==> config.mk <==
export PLATFORM = sky130hd
export DESIGN_NAME = teadec_cell
export DESIGN_NICKNAME = d
export VERILOG_FILES = /design/src/hdl/teadec_pkg.sv /design/src/hdl/teadec_cell.sv
export SDC_FILE = /design/constraint.sdc
export NUM_CORES = 1
export LEC_CHECK = 0
export BUFFER_PORTS_ARGS = -buffer_cell sky130_fd_sc_hd__buf_2
export CAP_MARGIN = 30
export CORE_ASPECT_RATIO = 1.5
export CORE_MARGIN = 5
export CORE_UTILIZATION = 45
export CTS_BUF_LIST = sky130_fd_sc_hd__clkbuf_4 sky130_fd_sc_hd__clkbuf_8
export CTS_CLUSTER_DIAMETER = 80
export CTS_CLUSTER_SIZE = 14
export DETAILED_ROUTE_END_ITERATION = 10
export PLACE_DENSITY = 0.82
export SLEW_MARGIN = 10
export SYNTH_ARGS = -nofsm -noshare
export SYNTH_HDL_FRONTEND = slang
export SYNTH_SLANG_ARGS = --single-unit
==> constraint.sdc <==
create_clock -name clk -period 0.8 [get_ports clk]
set_input_delay 0.16 -clock clk [delete_from_list [all_inputs] [get_ports clk]]
set_output_delay 0.16 -clock clk [all_outputs]
set_load 0.01 [all_outputs]
==> src/hdl/teadec_pkg.sv <==
// Package: TEA decrypt constants, stage type and round-sum function.
`timescale 1ns / 1ps
`default_nettype none
package teadec_pkg;
	localparam int ROUNDS = 32;
	localparam int CELLS = 2 * ROUNDS;
	localparam int WORD_W = 32;
	localparam int BLOCK_W = 2 * WORD_W;
	localparam int CFG_IDX_W = 2;

	localparam logic [WORD_W-1:0] TEA_DELTA = 32'h9E3779B9;

	localparam logic [WORD_W-1:0] KEY0_RST = 32'd2510780204;
	localparam logic [WORD_W-1:0] KEY1_RST = 32'd2636955923;
	localparam logic [WORD_W-1:0] KEY2_RST = 32'd1901764813;
	localparam logic [WORD_W-1:0] KEY3_RST = 32'd2714008055;

	localparam logic [CFG_IDX_W-1:0] REG_KEY0 = 2'd0;
	localparam logic [CFG_IDX_W-1:0] REG_KEY1 = 2'd1;
	localparam logic [CFG_IDX_W-1:0] REG_KEY2 = 2'd2;
	localparam logic [CFG_IDX_W-1:0] REG_KEY3 = 2'd3;

	typedef struct packed {
		logic [WORD_W-1:0] a;
		logic [WORD_W-1:0] b;
		logic              last;
	} stage_t;

	// running sum used in round r (counting from zero)
	function automatic logic [WORD_W-1:0] round_sum(input int r);
		logic [WORD_W-1:0] cnt;
		cnt = WORD_W'(ROUNDS - r);
		return cnt * TEA_DELTA;
	endfunction
endpackage
`default_nettype wire

==> src/hdl/teadec_cell.sv <==
// Half-round cell: updates one word from the other and swaps the pair.
`timescale 1ns / 1ps
`default_nettype none
module teadec_cell (
	input  wire                        clk,
	input  wire                        arst_n,
	input  wire                        advance,
	input  wire                        up_valid,
	input  wire teadec_pkg::stage_t    up_stage,
	input  wire [teadec_pkg::WORD_W-1:0] sum_c,
	input  wire [teadec_pkg::WORD_W-1:0] key_hi,
	input  wire [teadec_pkg::WORD_W-1:0] key_lo,
	output logic                       dn_valid,
	output teadec_pkg::stage_t         dn_stage
);
	import teadec_pkg::*;

	logic [WORD_W-1:0] mix;
	stage_t            nxt;
	logic              valid_s1;
	stage_t            stage_s1;

	always_comb begin
		mix = ((up_stage.a << 4) + key_hi) ^ (up_stage.a + sum_c) ^ ((up_stage.a >> 5) + key_lo);
		nxt.a = up_stage.b - mix;
		nxt.b = up_stage.a;
		nxt.last = up_stage.last;
	end

	always_ff @(posedge clk or negedge arst_n) begin
		if (!arst_n) begin
			valid_s1 <= 1'b0;
		end else if (advance) begin
			valid_s1 <= up_valid;
		end
	end

	always_ff @(posedge clk) begin
		if (advance) begin
			stage_s1 <= nxt;
		end
	end

	assign dn_valid = valid_s1;
	assign dn_stage = stage_s1;
endmodule
`default_nettype wire

### Word level (Yosys, flattened, before mapping)

Index checks and enable logic that the tools add are counted.

| storage, ports and cells | value |
|---|---|
| output and inout bits | 66 |
| bits in latches | 0 |
| word-level logic and storage cells | 10 |
| memory bits (read-only) | 0 |
| input port bits | 165 |
| memories kept | 0 |
| RAM bits | 0 |
| register bits | 66 |

| operators by class | value |
|---|---|
| bitwise operators | 2 |
| magnitude comparators | 0 |
| reduce and logical (&&, ||, !) cells | 0 |
| shift operators | 0 |
| divide/modulo/power cells | 0 |
| multiply operators | 0 |
| equality and inequality tests | 0 |
| $add $sub $neg | 4 |
| multiplexer cells | 0 |

Operators by type and width:

| cell | number |
|---|---|
| adder 32 bit | 2 |
| XOR 32 bit | 2 |
| adder 27 x 32 -> 32 bit | 1 |
| subtractor 32 bit | 1 |

### Longest topological paths before layout

Gate-level depths: netlist (run 1).

| logic depth | value |
|---|---|
| depth in word-level cells | 4 |
| depth in mapped cells | 22 |
| depth with buffers taken out | 22 |

### Worst setup path after synthesis (run 1)

OpenSTA, ideal clock, no wires.

| timing | value |
|---|---|
| kind | in2reg |
| start point | input up_stage[33] (netlist bit) |
| end point | register stage_s1, in the netlist dn_stage[62], data pin |
| library setup time | 0.158 ns |
| data arrival time | 3.902 ns |
| slack | -3.260 ns |
| stages | 22 |
| required time | 0.642 ns |
| cell sequence | ha_1 inv_1 fa_1 nor2b_1 o2111ai_1 a41oi_1 nor2_1 o21bai_1 a21oi_1 xor2_1 xnor2_1 xnor2_1 ha_1 a21o_1 a311oi_1 o21a_1 a21boi_0 a21boi_1 o21ai_1 nand3b_1 a2111o_1 o211ai_1 |

RTL lines:

| what | line | source |
|---|---|---|
| start, declared | teadec_cell.sv:9 | `input wire teadec_pkg::stage_t up_stage,` |
| end signal, assigned | teadec_cell.sv:40 | `stage_s1 <= nxt;` |
| end, declared | teadec_cell.sv:21 | `stage_t stage_s1;` |

==> results.json, run 1 <==
{
  "power_total_uw": 40100,
  "power.clock.fraction": 0.093,
  "track_usage": 0.325,
  "holdCritPathClass": "in -> reg",
  "hold_depth": 2,
  "cts.clk_slew.worst_paths_ns": 0.09,
  "holdCritStartpoint": "up_stage[33]",
  "postSynthRegisterBits": 66,
  "syn-num-nets": 1196,
  "final_net_count": 1842,
  "number_of_global_route_vias_before_repair": 10934,
  "die_area_um2": 21400,
  "asyncSetResetFlopFracSynth": 0.0152,
  "regToRegStartpoint": "dn_valid",
  "reg2reg_depth": 1,
  "part_of_the_yosys_area_used_for_sequential_elements": 0.238,
  "worstSetupPathType": "in -> reg",
  "outcome": "finished, violations left",
  "mostFrequentLayoutCells": "buf_4 (378), buf_2 (214), xnor2_1 (113), ha_1 (91), edfxtp_1 (65)",
  "synthesis.instances": 911,
  "ys.flop_type": "edfxtp_1",
  "rows": 61,
  "setup_viol": 98,
  "crit-reg2reg-capture": "dn_valid",
  "totalWireLength_mm": 41.3,
  "tmin_final_ns": 4.15,
  "cts.htree.levels": 3,
  "failed_checks": "setup timing",
  "drt-wirelength-per-cell_um": 22.8,
  "required_ns": 0.94,
  "detailed_place_hpwl_mm": 27.5,
  "max_slew_margin": 0.525,
  "globalplace.congestion": 0.998,
  "power.net_switching_uw": 17000,
  "finish.instance_area_um2": 14600,
  "clock_sink_count": 66,
  "worst_ep_arrival_time_ns": 4.29,
  "finalHoldViolCount": 0,
  "chipWidth_um": 121,
  "num_io_pins": 231,
  "route.vias.total": 10785,
  "ir_worst_vdd_v": 0.00258,
  "cp-start-kind": "primary input",
  "r2r_setup_slack_ns": 0.06,
  "cellInternalPower_uw": 23100,
  "netlist_area_um2": 8320,
  "tritoncts_clock_tree": "built",
  "timing.final.ws_setup_ns": -3.35,
  "drv.max_cap_violation_count": 0,
  "drt_first_pass_iters": 8,
  "drt.antenna.violating_nets": 0,
  "cts_root_buf": "clkbuf_8",
  "initial_utilization": 0.452,
  "placedInstanceArea_um2": 12700,
  "portBuffers": 230,
  "syn_avg_cell_area_um2": 9.13,
  "grt_pass1_wl_mm": 53.6,
  "share_seq_of_total_power": 0.145,
  "rsz0062_at_grt": "yes",
  "cellLeakagePower_uw": 0.00690,
  "combPwrFrac": 0.763,
  "final_common_cell": "buf_4",
  "post_route_cells_drive_above_1_share": 0.535,
  "max_freq_mhz": 241,
  "synth_enable_flop_cells": 65,
  "antenna_found_initial": 3,
  "p_sw_frac": 0.425,
  "peak_fanout_along_the_critical_path": 5,
  "clock_latency_ns": 0.38,
  "cts-buffers-inserted": 9,
  "clock_path_buffers": 2,
  "hold_path_end": "dn_stage[1]",
  "worstMarginPinSlew_ns": 0.709,
  "timing.clock.skew_ns": 0,
  "initialDrtViolationCount": 926,
  "period_share": 5.19,
  "report.final.slew_viol_count": 0,
  "ys_warns": 0,
  "grt_start_max_net_pins": 22,
  "core_um2": 18400,
  "grt_overflow": 0,
  "fin_setup_tns_ns": -101.41,
  "remaining_drc_errors": 0,
  "power-per-cell-area_nw_per_um2": 2750,
  "crit_path_end_kind": "flip-flop",
  "die_y_um": 177,
  "route.detailed.vias_per_inst": 5.94,
  "area.growth.synth_to_final_pct": 75.2,
  "yosys.cell_types.count": 64
}
==> state kept, by name, summed over array words and instances (netlist names) <==
signal	flops
dn_stage	65
dn_valid	1
==> power by group through the flow <==
stage	Clock, uW	Combinational (uW)	Sequential (uW)
floorplan	0	12700	6390
global placement	0	22800	5840
detailed placement	0	23400	5830
CTS	3740	26100	5770
global route	3960	32200	5890
finish	3720	30600	5790
==> per-layer routing <==
layer  routed length [um]  global-route usage
met1                12600               0.289
met2                20300               0.595
met3                 3390              0.0760
met4                 4980               0.288
met5                    5                   0
==> critical path, stage by stage <==
cell and delay, ns:
buf_2 0.19, ha_1 0.38, buf_4 0.16, xnor2_1 0.41
xnor2_1 0.20, xnor2_2 0.54, xnor2_4 0.19, xnor2_4 0.17
ha_4 0.31, nand2_2 0.09, nor3_2 0.18, a221oi_2 0.09
buf_4 0.17, o21ai_4 0.21, buf_6 0.13, a31oi_4 0.09
o31ai_4 0.30, o21a_1 0.20, o311ai_1 0.08
==> logic make-up after synthesis <==
| logic type | count (synthesis) | share of synthesized area |
|---|---|---|
| flops | 66 | 0.238 |
| compound gates | 302 | 0.240 |
| fa+ha+maj | 120 | 0.184 |
| xor+xnor | 175 | 0.191 |
| mux | 1 | 0.00135 |
| buf+inv | 35 | 0.0159 |
| simple gates | 212 | 0.130 |
==> stage by stage <==
step | hold WS (ns) | worst slack (ns) | util | instances
after floorplan | -0.136 | -3.14 | - | 911
after global placement | -0.0653 | -3.56 | 0.689 | 1746
after detailed placement | -0.0649 | -3.70 | 0.689 | 1746
after CTS | 0.00343 | -3.02 | 0.747 | 1793
after global routing | 0.0518 | -3.65 | 0.792 | 1814
final | 0.0608 | -3.35 | 0.792 | 1816
==> layout make-up <==
type                            count  area, um2
Clock inverter                      7        116
Sequential cell                    66       1980
Multi-Input combinational cell    810       7460
Antenna cell                        2       5.00
Clock buffer                        9        124
Timing Repair Buffer              639       4460
Fill cell                        1125       3820
Tap cell                          252        315
Inverter                           31        119
==> how the worst max path moves through the flow <==
stage	depth (start not counted)	start	slack (ns)	end
2_1_floorplan	22	up_stage[38]	-3.14	dn_stage[62]
3_3_place_gp	24	up_stage[33]	-3.56	dn_stage[62]
3_5_place_dp	24	up_stage[33]	-3.70	dn_stage[62]
4_1_cts	23	key_hi[4]	-3.02	dn_stage[62]
5_1_grt	19	up_stage[46]	-3.65	dn_stage[61]
6_report	19	up_stage[46]	-3.35	dn_stage[61]
==> cells in the mapped netlist (all sizes together), types with 13 or more instances <==
library cell,instances,area (um2)
a21o,59,443
a21oi,87,439
a31oi,14,93.8
edfxtp,65,1950
ha,116,1450
inv,31,116
nand2,53,199
nand2b,17,106
nand3,16,90.1
nor2,48,180
nor2b,13,81.3
nor3,15,75.1
o21a,13,97.6
o21ai,58,298
o21bai,15,113
xnor2,140,1230
xor2,31,272
==> timing repair <==
action / in CTS / in global routing
pin swaps: 83 / 103
gates resized for setup: 121 / 127
hold endpoints to repair: 4 / 4
buffers inserted: 28 / 31
gates cloned: 0 / 0
hold buffers: 4 / 4
endpoints found under the setup margin: 98 / 98
Power figures use the tool's default switching activity.
==> run 2, diff against run 1 <==
--- a/config.mk
+++ b/config.mk
@@ -15,6 +15,7 @@
 export CTS_CLUSTER_SIZE = 14
 export DETAILED_ROUTE_END_ITERATION = 10
 export PLACE_DENSITY = 0.82
+export SETUP_SLACK_MARGIN = 0.5
 export SLEW_MARGIN = 10
 export SYNTH_ARGS = -nofsm -noshare
 export SYNTH_HDL_FRONTEND = slang
==> run 2 against run 1 <==
Effect of this change: the flow finishes with violations (hold timing, setup timing); global-route usage rose by 1.8 points; sequential share of layout area fell by 0.35 points; clock power barely moved; sequential cell count did not move; utilization rose by 2.1 points; critical path type unchanged; largest power group unchanged; highest routed layer unchanged.
==> results.json, run 2 (same netlist as run 1, synthesis figures left out) <==
{
  "post_route_cells_drive_above_1_share": 0.547,
  "period_share": 5.16,
  "peak_fanout_along_the_critical_path": 4,
  "combPwrFrac": 0.772,
  "cellLeakagePower_uw": 0.00707,
  "initialDrtViolationCount": 932,
  "worstSetupPathDepth": 21,
  "critPathBufInv": 3,
  "grt_overflow": 0,
  "core_occupancy_in_the_finished_layout": 0.814,
  "setup_viol": 98,
  "clock_path_buffers": 2,
  "slowest_delay_ns": 0.48,
  "track_usage": 0.343,
  "timing.critical_path.mode_cell": "a21oi_2",
  "largest_reg_flops": 65,
  "cts.htree.levels": 3,
  "portBuffers": 230,
  "grt_pass1_wl_mm": 56.6,
  "remaining_drc_errors": 0,
  "rsz0062_at_grt": "yes",
  "report.final.slew_viol_count": 0,
  "outcome": "finished, violations left",
  "power.clock.fraction": 0.089,
  "r2r_setup_slack_ns": 0.07,
  "max_slew_margin": 0.568,
  "cts-buffers-inserted": 9,
  "timing.final.ws_setup_ns": -3.33,
  "max_freq_mhz": 242,
  "share_seq_of_total_power": 0.139,
  "cts_root_buf": "clkbuf_8",
  "worst_ep_arrival_time_ns": 4.27,
  "power_total_uw": 41900,
  "crit-reg2reg-capture": "dn_valid",
  "cts.clk_slew.worst_paths_ns": 0.09,
  "post_cts_hold_buffer_count": 1,
  "crit_path_end_kind": "flip-flop",
  "globalplace.congestion": 0.998,
  "ir_worst_vdd_v": 0.00279,
  "required_ns": 0.94,
  "detailed_place_hpwl_mm": 27.5,
  "finalHoldWorstSlack_ns": -0.0525,
  "finalNonFillerCells": 1843,
  "clock_latency_ns": 0.39,
  "core_um2": 18400,
  "drt.antenna.violating_nets": 0,
  "drt_first_pass_iters": 7,
  "hold_depth": 1,
  "number_of_global_route_vias_before_repair": 11310,
  "rows": 61,
  "route.vias.total": 10900,
  "worstPathCellList": "buf_4, ha_1, o21a_1, nor2_1, a31oi_4, a21o_1, a21oi_2, o21ai_2, a21oi_2, o21bai_2, xnor2_4, ha_4, buf_4, buf_6, a21o_1, a21oi_4, o21ai_2, a221o_1, a21oi_2, a31oi_2, xor2_1",
  "worstMarginPinSlew_ns": 0.646,
  "route.detailed.vias_per_inst": 5.91,
  "mostFrequentLayoutCells": "buf_4 (375), buf_2 (215), xnor2_1 (119), ha_1 (86), edfxtp_1 (65)",
  "power-per-cell-area_nw_per_um2": 2800,
  "worst_path_dominant_cell_family": "compound AO/OA/AOI/OAI gates",
  "worstSetupPathType": "in -> reg",
  "holdCritPathClass": "in -> reg",
  "die_y_um": 177,
  "num_io_pins": 231,
  "die_area_um2": 21400,
  "chipWidth_um": 121,
  "area.growth.synth_to_final_pct": 79.9,
  "worst_path_max_delay_cell": "nor2_1",
  "tmin_final_ns": 4.13,
  "cellInternalPower_uw": 24300,
  "grt_start_max_net_pins": 13,
  "numPlacedInstances": 1746,
  "crit_path_end": "dn_stage[63]",
  "totalWireLength_mm": 41.7,
  "worst_setup_path_startpoint": "up_stage[44]",
  "power.net_switching_uw": 17600,
  "reg2reg_depth": 1,
  "regToRegStartpoint": "dn_valid",
  "timing.clock.skew_ns": 0,
  "p_sw_frac": 0.421,
  "initial_utilization": 0.452,
  "antenna_found_initial": 5,
  "failed_checks": "hold timing, setup timing",
  "finalHoldViolCount": 3,
  "clock_sink_count": 66,
  "final_common_cell": "buf_4",
  "drv.max_cap_violation_count": 0,
  "cp-start-kind": "primary input",
  "tritoncts_clock_tree": "built",
  "drt-wirelength-per-cell_um": 22.6,
  "final_net_count": 1867
}
[run 2: layout make-up]
| cell class | count | area, um2 |
|---|---|---|
| Multi-Input combinational cell | 810 | 7430 |
| Tap cell | 252 | 315 |
| Timing Repair Buffer | 664 | 4880 |
| Antenna cell | 4 | 10.0 |
| Sequential cell | 66 | 1980 |
| Clock buffer | 9 | 124 |
| Fill cell | 1063 | 3430 |
| Inverter | 31 | 119 |
| Clock inverter | 7 | 116 |
[run 2: what timing repair did]
item / 4_1_cts / 5_1_grt
buffers inserted: 50 / 22
gates cloned: 4 / 0
pin swaps: 105 / 70
setup endpoints to repair: 168 / 168
endpoints found under the hold margin: 5 / 3
gates resized for setup: 215 / 70
[run 2: worst min path at each step]
stage / startpoint / end / slack (ns)
after global placement: arst_n / dn_valid / -0.07
after detailed placement: arst_n / dn_valid / -0.06
final: up_stage[0] / dn_stage[0] / -0.05
after floorplan: arst_n / dn_valid / -0.14
after CTS: up_stage[0] / dn_stage[0] / -0.06
after global routing: up_stage[0] / dn_stage[0] / -0.06
[run 2: power by group through the flow]
stage / Combinational (uW) / Clock (uW) / Sequential, uW
finish: 32300 / 3750 / 5810
global route: 34100 / 3940 / 5890
CTS: 28100 / 3740 / 5770
detailed placement: 23400 / 0 / 5830
global placement: 22800 / 0 / 5840
floorplan: 12700 / 0 / 6390
[run 2: layer usage]
metal,GRT usage,vias to the layer above,part of all wire
li1,-,4764,-
met1,0.305,5043,0.31
met2,0.629,768,0.50
met3,0.0660,321,0.075
met4,0.324,4,0.11
met5,0,-,0.00055
[run 2: metrics by stage]
step	TNS, ns	worst slack, ns	instance area (um2)
6_report	-102.05	-3.33	15000
3_5_place_dp	-95.35	-3.70	12700
2_1_floorplan	-70.62	-3.14	8490
5_1_grt	-110.17	-3.56	15000
3_3_place_gp	-91.96	-3.56	12700
4_1_cts	-91.35	-2.99	14400
==> run 3, diff against run 2 <==
--- a/config.mk
+++ b/config.mk
@@ -6,7 +6,6 @@
 export NUM_CORES = 1
 export LEC_CHECK = 0
 export BUFFER_PORTS_ARGS = -buffer_cell sky130_fd_sc_hd__buf_2
-export CAP_MARGIN = 30
 export CORE_ASPECT_RATIO = 1.5
 export CORE_MARGIN = 5
 export CORE_UTILIZATION = 45
@@ -20,3 +19,4 @@
 export SYNTH_ARGS = -nofsm -noshare
 export SYNTH_HDL_FRONTEND = slang
 export SYNTH_SLANG_ARGS = --single-unit
+export TNS_END_PERCENT = 30
==> run 3 against run 2 <==
Effect of this change: the run still ends with hold timing, setup timing left; sequential power barely moved; critical path depth rose by 3; final area fell by 2.5%; wire length fell by 5.0%; clock-buffer cell count did not move; non-clock buffer count fell by 23; sequential share of layout area rose by 0.34 points; worst hold slack barely moved; first-iteration DRC count fell by 15%; combinational power fell by 3%; utilization fell by 2.0 points; critical endpoint is now dn_stage[62]; largest cell class unchanged; highest routed layer unchanged.
==> results.json, run 3 (same netlist as run 1, synthesis figures left out) <==
{
  "clock_sink_count": 66,
  "crit_path_end": "dn_stage[62]",
  "timing.final.ws_setup_ns": -3.36,
  "totalWireLength_mm": 39.6,
  "r2r_setup_slack_ns": 0.07,
  "portBuffers": 230,
  "reg2reg_depth": 1,
  "num_io_pins": 231,
  "finalHoldViolCount": 3,
  "antenna_found_initial": 5,
  "crit-reg2reg-capture": "dn_valid",
  "worstSetupPathType": "in -> reg",
  "max_slew_margin": 0.641,
  "cts-buffers-inserted": 9,
  "largest_reg_flops": 65,
  "holdCritStartpoint": "up_stage[0]",
  "grt_start_max_net_pins": 22,
  "power_total_uw": 40900,
  "detailed_place_hpwl_mm": 27.5,
  "worst_path_max_delay_cell": "a2111o_1",
  "regToRegStartpoint": "dn_valid",
  "core_um2": 18400,
  "globalplace.congestion": 0.998,
  "clock_latency_ns": 0.39,
  "tritoncts_clock_tree": "built",
  "crit_path_end_kind": "flip-flop",
  "period_share": 5.20,
  "required_ns": 1.04,
  "slowest_delay_ns": 0.46,
  "clock_path_buffers": 2,
  "finalHoldWorstSlack_ns": -0.0523,
  "rsz0062_at_grt": "yes",
  "timing.critical_path.mode_cell": "a21o_1",
  "initial_utilization": 0.452,
  "die_area_um2": 21400,
  "chipWidth_um": 121,
  "max_freq_mhz": 241,
  "drv.max_cap_violation_count": 0,
  "drt.antenna.violating_nets": 0,
  "mostFrequentLayoutCells": "buf_4 (371), buf_2 (214), xnor2_1 (113), ha_1 (90), edfxtp_1 (65)",
  "cts_root_buf": "clkbuf_8",
  "drt_first_pass_iters": 9,
  "die_y_um": 177,
  "worstMarginPinSlew_ns": 0.534,
  "grt_overflow": 0,
  "timing.clock.skew_ns": 0,
  "number_of_global_route_vias_before_repair": 11183,
  "post_route_cells_drive_above_1_share": 0.540,
  "route.detailed.vias_per_inst": 5.81,
  "setup_viol": 98,
  "track_usage": 0.340,
  "remaining_drc_errors": 0,
  "worst_ep_arrival_time_ns": 4.40,
  "hold_depth": 1,
  "fin_setup_tns_ns": -100.87,
  "final_net_count": 1844,
  "route.vias.total": 10587,
  "cp-start-kind": "primary input",
  "cts.htree.levels": 3,
  "ir_worst_vdd_v": 0.00271,
  "grt_pass1_wl_mm": 56.2,
  "rows": 61,
  "worst_setup_path_startpoint": "up_stage[33]",
  "power-per-cell-area_nw_per_um2": 2800,
  "final_common_cell": "buf_4",
  "drt-wirelength-per-cell_um": 21.7,
  "area.growth.synth_to_final_pct": 75.3,
  "holdCritPathClass": "in -> reg",
  "cts.clk_slew.worst_paths_ns": 0.09,
  "report.final.slew_viol_count": 0,
  "post_cts_hold_buffer_count": 1,
  "peak_fanout_along_the_critical_path": 3,
  "initialDrtViolationCount": 795,
  "worstPathCellList": "buf_8, buf_6, ha_4, inv_2, fa_2, nand2b_4, a21oi_4, o211ai_1, nand2b_1, a21o_1, a21o_1, a21o_1, a21oi_2, xnor2_1, ha_1, a21o_1, a311oi_2, o21a_1, a21boi_1, a21boi_2, o21ai_2, nand3b_1, a2111o_1, o211ai_1",
  "cellLeakagePower_uw": 0.00692,
  "failed_checks": "hold timing, setup timing",
  "outcome": "finished, violations left",
  "tmin_final_ns": 4.16
}
[run 3: cell types whose count changed in the layout (fill, tap and decap cells not counted), sizes merged]
cell and change:
clkbuf -2, buf -21, diode +3
[run 3: per-stage QoR]
stage               hold WS [ns]   util  setup WS [ns]  instance area [um2]  cells
floorplan                 -0.136      -          -3.14                 8490    911
global route             -0.0712  0.793          -3.52                14600   1818
global placement         -0.0653  0.689          -3.56                12700   1746
finish                   -0.0523  0.793          -3.36                14600   1823
CTS                      -0.0606  0.769          -2.99                14100   1804
detailed placement       -0.0649  0.689          -3.70                12700   1746
[run 3: power by group]
part           leakage [uW]  internal [uW]  switching (uW)
clock network      0.000121           2070            1640
logic               0.00616          16300           15100
registers          0.000648           5510             281
total               0.00692          23800           17000
[run 3: worst min path at each step]
stage	to	slack, ns
finish	dn_stage[0]	-0.05
global route	dn_stage[0]	-0.07
global placement	dn_valid	-0.07
CTS	dn_stage[0]	-0.06
floorplan	dn_valid	-0.14
detailed placement	dn_valid	-0.06
[run 3: what timing repair did]
item                                    in CTS  in global routing
gates resized for setup                    201                 62
endpoints found under the setup margin     168                165
gates cloned                                 0                  0
endpoints found under the hold margin        5                  4
buffers inserted                            41                 12
pin swaps                                  105                 56
[run 3: routing by layer]
layer	up-vias	track usage	wire length, um	part of all wire
li1	4722	-	-	-
met1	4911	0.301	12200	0.31
met2	652	0.630	20100	0.51
met3	300	0.0724	2980	0.075
met4	2	0.303	4230	0.11
met5	-	0	13	0.00033
[run 3: cell type report]
cell class / count / area (um2)
timing repair buffer: 641 / 4560
clock inverter: 7 / 116
inverter: 31 / 116
clock buffer: 9 / 124
tap: 252 / 315
sequential: 66 / 1980
multi-input combinational: 810 / 7370
antenna: 7 / 17.5
fill: 1103 / 3800
[run 3: worst max-delay path, delay by kind of cell]
family                     cells  cell delay, ns
adders and majority gates      3            0.74
and+or+nand+nor                3            0.47
AOI/OAI and AO/OA             14            2.60
xor gates and xnor gates       1            0.14
buffers and inverters          3            0.28
